File: src/rtl/lfcr_pkg.sv
// ----------------------------------------------------------------------------
// lfcr_pkg
// Types, constants and the CRC-16 byte update for the length-framed CRC
// receiver.
// ----------------------------------------------------------------------------
package lfcr_pkg;

  localparam logic [15:0] CRC_POLY     = 16'h1021;
  localparam logic [7:0]  LIMIT_RESET  = 8'd13;
  localparam logic [7:0]  FILL_COMMAND = 8'd6;
  localparam logic [7:0]  ACK_BYTE     = 8'd1;
  localparam logic [7:0]  NAK_BYTE     = 8'd0;
  localparam logic [7:0]  LEN_RESET    = 8'd0;
  localparam logic [7:0]  LEN_FILL     = 8'd1;
  localparam logic [2:0]  LAST_REPLY   = 3'd4;

  typedef enum logic [2:0] {
    ST_CRC_GOOD = 3'd0,
    ST_CRC_BAD  = 3'd1,
    ST_RESET    = 3'd2,
    ST_FILL     = 3'd3,
    ST_ABORT    = 3'd4
  } frame_status_t;

  typedef struct packed {
    frame_status_t status;
    logic [7:0]    command;
    logic [15:0]   crc_calc;
    logic [15:0]   crc_rx;
  } result_desc_t;

  function automatic logic [15:0] crc_update(input logic [15:0] crc, input logic [7:0] b);
    logic [15:0] c;
    c = crc ^ {b, 8'h00};
    for (int k = 0; k < 8; k++) begin
      if (c[15]) begin
        c = {c[14:0], 1'b0} ^ CRC_POLY;
      end else begin
        c = {c[14:0], 1'b0};
      end
    end
    return c;
  endfunction

endpackage

File: src/rtl/length_framed_crc_receiver_unit.sv
// ----------------------------------------------------------------------------
// length_framed_crc_receiver_unit
// Frames received bytes by a leading length, checks the CRC-16 of each frame
// and reports the outcome, with an acknowledge or a negative acknowledge and
// both CRC values to send back.
// ----------------------------------------------------------------------------
//
//  Channel | Handshake          | Payload
//  --------+--------------------+-----------------------------------------------
//  in      | in_valid/in_stall  | in_rx_byte
//  out     | out_valid/out_stall| out_send_valid, out_reply_byte,
//          |                    | out_frame_command, out_frame_status,
//          |                    | out_last_of_run
//  cfg     | cfg_valid/cfg_ready| cfg_zero_run_limit
//
// A byte is framed and its CRC updated in the cycle it is accepted; one byte
// can be accepted every cycle while in_stall is low. A finished frame gives
// one result item, or five for a CRC mismatch, delivered one per cycle while
// out_stall is low from a result register. A second finished frame waits in a
// holding register; in_stall is raised only while that register is full.
// Reset is synchronous and clears all framing state, the zero-run limit returns to 13.
module length_framed_crc_receiver_unit
  import lfcr_pkg::*;
(
  input  logic       clk,
  input  logic       rst_n,
  input  logic       in_valid,
  output logic       in_stall,
  input  logic [7:0] in_rx_byte,
  output logic       out_valid,
  input  logic       out_stall,
  output logic       out_send_valid,
  output logic [7:0] out_reply_byte,
  output logic [7:0] out_frame_command,
  output logic [2:0] out_frame_status,
  output logic       out_last_of_run,
  input  logic       cfg_valid,
  output logic       cfg_ready,
  input  logic [7:0] cfg_zero_run_limit
);

  logic [7:0]   limit_r;
  logic         in_frame_r, in_frame_nxt;
  logic [7:0]   len_r, len_nxt;
  logic [7:0]   pos_r, pos_nxt;
  logic [15:0]  crc_r, crc_nxt;
  logic [7:0]   zrun_r, zrun_nxt;
  logic [7:0]   cmd_r, cmd_nxt;
  logic [7:0]   prev_r, prev_nxt;

  logic         res_vld;
  result_desc_t res;

  result_desc_t out_desc_r, out_desc_nxt;
  logic         out_busy_r, out_busy_nxt;
  logic [2:0]   idx_r, idx_nxt;
  result_desc_t pend_desc_r, pend_desc_nxt;
  logic         pend_vld_r, pend_vld_nxt;

  logic         accept;
  logic         taken;
  logic         last_take;
  logic         out_free;
  logic [15:0]  rx_crc;
  logic [15:0]  crc_upd;
  logic [7:0]   zrun_cnt;

  assign cfg_ready = 1'b1;
  assign in_stall  = pend_vld_r;
  assign accept    = in_valid && !in_stall;
  assign out_valid = out_busy_r;
  assign taken     = out_valid && !out_stall;
  assign last_take = taken && out_last_of_run;
  assign out_free  = !out_busy_r || last_take;

  assign crc_upd = crc_update(in_frame_r ? crc_r : 16'h0000, in_rx_byte);
  assign rx_crc  = {prev_r, in_rx_byte};

  // Framing of one accepted byte.
  always_comb begin
    in_frame_nxt = in_frame_r;
    len_nxt      = len_r;
    pos_nxt      = pos_r;
    crc_nxt      = crc_r;
    zrun_nxt     = zrun_r;
    cmd_nxt      = cmd_r;
    prev_nxt     = prev_r;
    zrun_cnt     = zrun_r;
    res_vld      = 1'b0;
    res.status   = ST_RESET;
    res.command  = 8'h00;
    res.crc_calc = 16'h0000;
    res.crc_rx   = 16'h0000;
    if (accept) begin
      prev_nxt = in_rx_byte;
      if (!in_frame_r) begin
        if (in_rx_byte == LEN_RESET) begin
          zrun_nxt   = 8'h00;
          cmd_nxt    = 8'h00;
          res_vld    = 1'b1;
          res.status = ST_RESET;
        end else if (in_rx_byte == LEN_FILL) begin
          zrun_nxt    = 8'h00;
          cmd_nxt     = FILL_COMMAND;
          res_vld     = 1'b1;
          res.status  = ST_FILL;
          res.command = FILL_COMMAND;
        end else begin
          crc_nxt      = crc_upd;
          len_nxt      = in_rx_byte;
          pos_nxt      = 8'd1;
          in_frame_nxt = 1'b1;
        end
      end else begin
        if (({1'b0, pos_r} + 9'd3) <= {1'b0, len_r}) begin
          crc_nxt = crc_upd;
        end
        if (pos_r == 8'd1) begin
          cmd_nxt = in_rx_byte;
        end
        if (in_rx_byte == 8'h00) begin
          zrun_cnt = (zrun_r != 8'hff) ? zrun_r + 8'd1 : zrun_r;
        end else begin
          zrun_cnt = 8'h00;
        end
        zrun_nxt = zrun_cnt;
        if (limit_r != 8'h00 && zrun_cnt >= limit_r) begin
          zrun_nxt     = 8'h00;
          cmd_nxt      = 8'h00;
          in_frame_nxt = 1'b0;
          res_vld      = 1'b1;
          res.status   = ST_ABORT;
        end else if (({1'b0, pos_r} + 9'd1) < {1'b0, len_r}) begin
          pos_nxt = pos_r + 8'd1;
        end else begin
          in_frame_nxt = 1'b0;
          res_vld      = 1'b1;
          res.status   = (rx_crc == crc_nxt) ? ST_CRC_GOOD : ST_CRC_BAD;
          res.command  = cmd_nxt;
          res.crc_calc = crc_nxt;
          res.crc_rx   = rx_crc;
        end
      end
    end
  end

  // Result register and holding register.
  always_comb begin
    out_desc_nxt  = out_desc_r;
    out_busy_nxt  = out_busy_r;
    idx_nxt       = idx_r;
    pend_desc_nxt = pend_desc_r;
    pend_vld_nxt  = pend_vld_r;
    if (taken && !out_last_of_run) begin
      idx_nxt = idx_r + 3'd1;
    end
    if (last_take) begin
      out_busy_nxt = 1'b0;
    end
    if (res_vld) begin
      if (out_free) begin
        out_desc_nxt = res;
        out_busy_nxt = 1'b1;
        idx_nxt      = 3'd0;
      end else begin
        pend_desc_nxt = res;
        pend_vld_nxt  = 1'b1;
      end
    end else if (last_take && pend_vld_r) begin
      out_desc_nxt = pend_desc_r;
      out_busy_nxt = 1'b1;
      idx_nxt      = 3'd0;
      pend_vld_nxt = 1'b0;
    end
  end

  // Result item fields.
  always_comb begin
    out_frame_command = out_desc_r.command;
    out_frame_status  = out_desc_r.status;
    out_send_valid    = 1'b0;
    out_reply_byte    = 8'h00;
    out_last_of_run   = 1'b1;
    unique case (out_desc_r.status)
      ST_CRC_GOOD: begin
        out_send_valid = 1'b1;
        out_reply_byte = ACK_BYTE;
      end
      ST_CRC_BAD: begin
        out_send_valid  = 1'b1;
        out_last_of_run = (idx_r == LAST_REPLY);
        unique case (idx_r)
          3'd0:    out_reply_byte = NAK_BYTE;
          3'd1:    out_reply_byte = out_desc_r.crc_calc[15:8];
          3'd2:    out_reply_byte = out_desc_r.crc_calc[7:0];
          3'd3:    out_reply_byte = out_desc_r.crc_rx[15:8];
          default: out_reply_byte = out_desc_r.crc_rx[7:0];
        endcase
      end
      default: begin
        out_send_valid = 1'b0;
      end
    endcase
  end

  always_ff @(posedge clk) begin
    if (!rst_n) begin
      limit_r    <= LIMIT_RESET;
      in_frame_r <= 1'b0;
      len_r      <= 8'h00;
      pos_r      <= 8'h00;
      crc_r      <= 16'h0000;
      zrun_r     <= 8'h00;
      cmd_r      <= 8'h00;
      prev_r     <= 8'h00;
      out_busy_r <= 1'b0;
      idx_r      <= 3'd0;
      pend_vld_r <= 1'b0;
    end else begin
      if (cfg_valid && cfg_ready) begin
        limit_r <= cfg_zero_run_limit;
      end
      in_frame_r <= in_frame_nxt;
      len_r      <= len_nxt;
      pos_r      <= pos_nxt;
      crc_r      <= crc_nxt;
      zrun_r     <= zrun_nxt;
      cmd_r      <= cmd_nxt;
      prev_r     <= prev_nxt;
      out_busy_r <= out_busy_nxt;
      idx_r      <= idx_nxt;
      pend_vld_r <= pend_vld_nxt;
    end
  end

  always_ff @(posedge clk) begin
    out_desc_r  <= out_desc_nxt;
    pend_desc_r <= pend_desc_nxt;
  end

endmodule

File: config.mk
export PLATFORM = sky130hd
export DESIGN_NAME = length_framed_crc_receiver_unit
export DESIGN_NICKNAME = d
export VERILOG_FILES = /design/src/rtl/lfcr_pkg.sv /design/src/rtl/length_framed_crc_receiver_unit.sv
export SDC_FILE = /design/constraint.sdc
export NUM_CORES = 1
export LEC_CHECK = 0
export BUFFER_PORTS_ARGS = -buffer_cell sky130_fd_sc_hd__buf_4
export CAP_MARGIN = 0
export CORE_UTILIZATION = 56
export DETAILED_ROUTE_END_ITERATION = 8
export PLACE_DENSITY = 0.77
export SLEW_MARGIN = 20
export SYNTH_ARGS = -nofsm -noshare
export SYNTH_HDL_FRONTEND = slang
export SYNTH_SLANG_ARGS = --single-unit
File: constraint.sdc
create_clock -name clk -period 6.21 [get_ports clk]
set_input_delay 0.621 -clock clk [delete_from_list [all_inputs] [get_ports clk]]
set_output_delay 0.621 -clock clk [all_outputs]
set_load 0.005 [all_outputs]
**Yosys cells after proc, flatten, opt, wreduce, memory -nomap -nowiden**

Index checks and enable logic that the tools add are counted.

- Register bits: 156
- Input port bits: 21
- Output and inout port bits: 24
- Word-level logic and storage cells: 153

- Add/sub/neg operators: 5
- $lt $le $gt $ge: 3
- Equality and inequality tests: 15
- Multiplexer cells: 73
- Bitwise gates (word level): 13
- Reductions and logical operators: 25

Operators with widths:

| cell | count |
|---|---|
| two-way mux 43 bit | 4 |
| two-way mux 8 bit | 20 |
| two-way mux 16 bit | 7 |
| two-way mux 13 bit | 8 |
| two-way mux 42 bit | 1 |
| two-way mux 40 bit | 1 |
| two-way mux 32 bit | 1 |
| case mux 8 bit (4 select lines) | 1 |
| inverter 3 bit | 8 |
| two-way mux 1 bit | 21 |
| two-way mux 3 bit | 6 |
| adder 8 x 1 -> 8 bit (second input constant) | 2 |
| equality test 16 bit | 1 |
| equality test 8 x 1 -> 1 bit (second input constant) | 2 |
| case mux 8 bit (2 select lines) | 1 |
| bitwise XOR 16 bit | 1 |
| two-way mux 11 bit | 1 |
| adder 8 x 1 -> 9 bit (second input constant) | 1 |
| adder 8 x 2 -> 9 bit (second input constant) | 1 |
| <= comparator 9 x 8 -> 1 bit | 1 |
| < comparator 9 x 8 -> 1 bit | 1 |
| two-way mux 9 bit | 1 |
| greater-or-equal comparator 8 bit | 1 |
| logical NOT 8 bit | 1 |
| 20 further kinds | 41 |

**Logic depth before layout (Yosys ltp)**

- Word-level depth: 29
- Depth in mapped cells: 16
- Depth with buffers taken out: 14

**Worst setup path after synthesis**

OpenSTA, ideal clock, no wires.

- Kind: input-to-reg
- Start point: input port in_rx_byte[4]
- End point: register out_desc_r[0] (netlist bit), enable pin
- Arrival time: 5.434 ns
- Data required time: 5.747 ns
- Path slack: 0.314 ns
- Cell stages on the path: 14
- Path buffers: 2
- Cell sequence: clkbuf_2 or4_1 or4_1 buf_2 nor2_1 nand2_1 ha_1 nand2b_1 a21o_1 a21oi_1 o21a_1 o21ai_0 o21ai_2 a21oi_1

- Cells in the longest elaborated chain, start to end: 11

RTL lines:

| item | line | source |
|---|---|---|
| from (decl) | length_framed_crc_receiver_unit.sv:29 | `input logic [7:0] in_rx_byte,` |
| logical NOT 8 bit | length_framed_crc_receiver_unit.sv:97, length_framed_crc_receiver_unit.sv:121 |  |
| two-way mux 8 bit | length_framed_crc_receiver_unit.sv:121 | `if (in_rx_byte == 8'h00) begin` |
| two-way mux 8 bit | length_framed_crc_receiver_unit.sv:96 | `if (!in_frame_r) begin` |
| two-way mux 8 bit | length_framed_crc_receiver_unit.sv:94 | `if (accept) begin` |
| greater-or-equal comparator 8 bit | length_framed_crc_receiver_unit.sv:127 | `if (limit_r != 8'h00 && zrun_cnt >= limit_r) begin` |
| logical AND 1 bit | length_framed_crc_receiver_unit.sv:127 |  |
| two-way mux 1 bit | length_framed_crc_receiver_unit.sv:127 |  |
| two-way mux 1 bit (*) | length_framed_crc_receiver_unit.sv:96 |  |
| two-way mux 1 bit (*) | length_framed_crc_receiver_unit.sv:94 |  |
| != test 2 x 1 -> 1 bit (no line) or nonzero test 2 bit (tied branches) | n/a |  |
| AND reduction 2 bit (no line) (*) | n/a |  |
| to (signal assigned) | length_framed_crc_receiver_unit.sv:237 | `out_desc_r <= out_desc_nxt;` |
| to (decl) | length_framed_crc_receiver_unit.sv:54 | `result_desc_t out_desc_r, out_desc_nxt;` |

Every way passes the cells marked *; elsewhere a longest branch is shown, timed or not. The select of a mux whose other input is x is not followed.
A chain may end at the register's enable or synchronous reset.

==> summary.txt <==
Run status
  • Run status: completed

STA
  • Worst slew pin tran: 889 ps
  • Final number of hold-violating endpoints: 0
  • Max Fclk: 215 MHz
  • Fin crit period: 4640 ps
  • WHS: 415 ps
  • Clock Skew: 9.19 ps
  • Final setup fails: 0
  • Final worst slack: 1570 ps
  • Unrepaired setup endpoints after global routing: no
  • Setup TNS: 0 ps
  • Max Slew Vio Count: 0
  • Period Utilization, post-route: 74.8%
  • Headroom to the max-slew limit: 40.6%

Routing
  • Avg Vias per Cell: 6.17
  • Final WL: 20,700 um
  • Avg WL per Cell: 19.2 um
  • DRT Pass-1 Iters: 6
  • DR iter-0 viols: 680
  • Post-route ant nets: 0
  • Via count: 6,656
  • DRC: 0

Power
  • Leakage: 3.79 nW
  • Total power: 2.73 mW
  • Worst vdd ir: 179 uV
  • Pwr/cell area: 285 nW/um2

Hold path
  • Worst Hold Class: in -> reg

Floorplanning
  • Core area: 15,100 um2
  • Rows: 45
  • Die width: 126 um
  • Die ar.: 15,900 um2
  • Die Y: 126 um
  • Starting Density: 57.0%
  • Ports: 45

Clocking
  • Hold-fix buffers, CTS: 0
  • TritonCTS clock tree: yes
  • CTS Buf Count: 17
  • CTS max path bufs: 2
  • Root buffer cell: clkbuf_16
  • H-tree levels: 4
  • Post-CTS Setup Bufs: 0
  • Post-CTS resize count: 0
  • Clk Latency, worst-skew pair: 430 ps
  • Clk slew on worst S/H paths: 60 ps
  • # clock sinks: 156

Synth
  • Async SR Flop Fraction: 0%
  • Sequential area share after synthesis: 46.2%
  • Largest family of logic cells by synthesized area: compound AO/OA/AOI/OAI gates
  • Avg Inst Size Synth: 9.88 um2
  • Top FF cell, synth: edfxtp_1
  • Netlist cell types: 70
  • Synth Area in Simple Gates: 15.7%
  • Synth Register Bits: 156
  • Mux share of post-synthesis cell area: 2.74%
  • Adder-Cell Fraction of Synth Area: 4.64%
  • Warnings, synthesis: 0
  • Synth Area in Compound Gates: 18.5%
  • Number of synthesized flops with an enable pin: 86
  • Mapped cell area: 8630 um2
  • Gate count of the mapped netlist: 873
  • Total nets after synthesis: 926
  • Synth Area in XOR/XNOR: 6.66%

Placed design
  • DPL Wire Length: 14,100 um
  • Dpl ws: 1220 ps
  • Placed Cells: 1,047
  • Placer Congestion: 0.874
  • PortBufs: 43

Setup path
  • CP Max Fanout: 22
  • Bufs and invs on worst path: 1
  • Worst Path Arrival: 4940 ps
  • Critical Path Start Type: input port
  • CP endpoint kind: register
  • Max stage delay on crit path: 590 ps
  • Slowest stage cell on the critical path: a211oi_1
  • Cell family with most CP delay: compound AO/OA/AOI/OAI gates
  • Critical path cell sequence: buf_4 -> or4_1 -> nor4_1 -> nand2_1 -> a21oi_1 -> ha_1 -> a21o_1 -> a2111oi_0 -> o21ai_0 -> a21oi_1 -> nand2_1 -> a211oi_1 -> a21o_1
  • Setup Crit Path Kind: in -> reg
  • Worst EP required: 6510 ps

Global route
  • Initial antenna violation count: 0
  • Largest net degree at the start of global routing: 66
  • GRT Util Overall: 27.0%
  • First-pass GRT wire length: 33,200 um
  • Grt total ovfl: 0
  • Vias in the first global route: 6,197

Final layout
  • Share of cells above drive strength 1: 11.2%
  • Number of flip-flops in the largest register: 43
  • NumNets Final: 931
  • Fillers: 1,198
  • N_diodes: 0
  • Final non-filler cell total: 1,079
  • Largest regs: pend_desc_r: 43 flops, out_desc_r: 32 flops, crc_r: 16 flops
  • Top reg by flops: pend_desc_r
  • Area growth syn-to-layout: 10.7%

Flow run
  • Max-Cap Viols: 0
-- cell families (layout without fill, tap and decap cells) --
kind of cell,after synthesis,after routing
buf+inv,100,118
other cells,1,1
simple gates,276,276
flops,156,156
compound gates,221,221
xor+xnor,64,64
fa+ha+maj,32,32
mux,23,23
-- metrics by stage --
| stage | area, um2 | util [%] |
|---|---|---|
| after floorplan | 8630 | - |
| after global placement | 8930 | 59.0 |
| after detailed placement | 8930 | 59.0 |
| after CTS | 9550 | 63.1 |
| after global routing | 9550 | 63.1 |
| final | 9550 | 63.1 |
-- routing by layer --
metal | part of all wire (%) | GRT usage (%)
met5 | 0 | 0
met2 | 46 | 43.1
met3 | 7.6 | 3.78
met1 | 44 | 37.6
met4 | 1.6 | 10.1
-- tightest hold or removal path, cell delays in order --
cell      delay (ps)
buf_4             70
nand2_1           40
o211ai_1          70
-- worst paths after layout --
check | slack [ps] | to | start | cells past startpoint
max reg2reg | 1800 | out_frame_status[0] | pos_r[0] | 13
max | 1570 | out_desc_r[20] | in_rx_byte[4] | 13
min reg2reg | 500 | len_r[0] | len_r[0] | 2
min | 410 | limit_r[3] | cfg_zero_run_limit[3] | 3
-- final cells by class --
type / instances / area (um2) / share of cell area (%)
multi-input cells: 617 / 4200 / 44.0
inverters: 35 / 131 / 1.38
flip-flops and latches: 156 / 3980 / 41.7
repair buffers: 51 / 383 / 4.01
clock buffers: 19 / 433 / 4.53
clock inverters: 13 / 183 / 1.91
well taps: 188 / 235 / 2.46
-- where the power goes --
part | internal [mW] | switching (mW)
Combinational | 0.177 | 0.285
Clock | 0.645 | 0.444
Sequential | 1.13 | 0.0431
-- Yosys cell counts (20+ instances only) --
| cell type | number | area share (%) |
|---|---|---|
| a21o_1 | 51 | 4.4 |
| a21oi_1 | 36 | 2.1 |
| a22oi_1 | 20 | 1.7 |
| and3_1 | 23 | 1.7 |
| clkbuf_1 | 30 | 1.3 |
| dfxtp_1 | 70 | 16 |
| edfxtp_1 | 86 | 30 |
| ha_1 | 32 | 4.6 |
| inv_1 | 35 | 1.5 |
| mux2i_1 | 20 | 2.3 |
| nand2_1 | 90 | 3.9 |
| nand3_1 | 20 | 1.2 |
| nor2_1 | 57 | 2.5 |
| nor2b_1 | 36 | 2.6 |
| o21ai_0 | 26 | 1.5 |
| xnor2_1 | 36 | 3.7 |
| xor2_1 | 27 | 2.7 |
-- cells in the final DEF, fill, tap and decap left out, drive strengths merged, types with 5 or more instances in the layout --
cell / count
edfxtp: 86
nor4: 6
mux2i: 21
nand2: 91
nand2b: 6
a21o: 51
ha: 32
dfxtp: 70
a21boi: 15
clkbuf: 19
nor2b: 36
nand3: 20
and2: 9
nor2: 57
nor3: 6
o21a: 5
a22oi: 20
buf: 51
xor2: 27
o221a: 6
a22o: 5
a21oi: 37
o21ai: 30
a222oi: 7
xnor2: 36
and3: 23
inv: 41
a221oi: 5
o2111ai: 7
(Power assumes the default switching activity.)
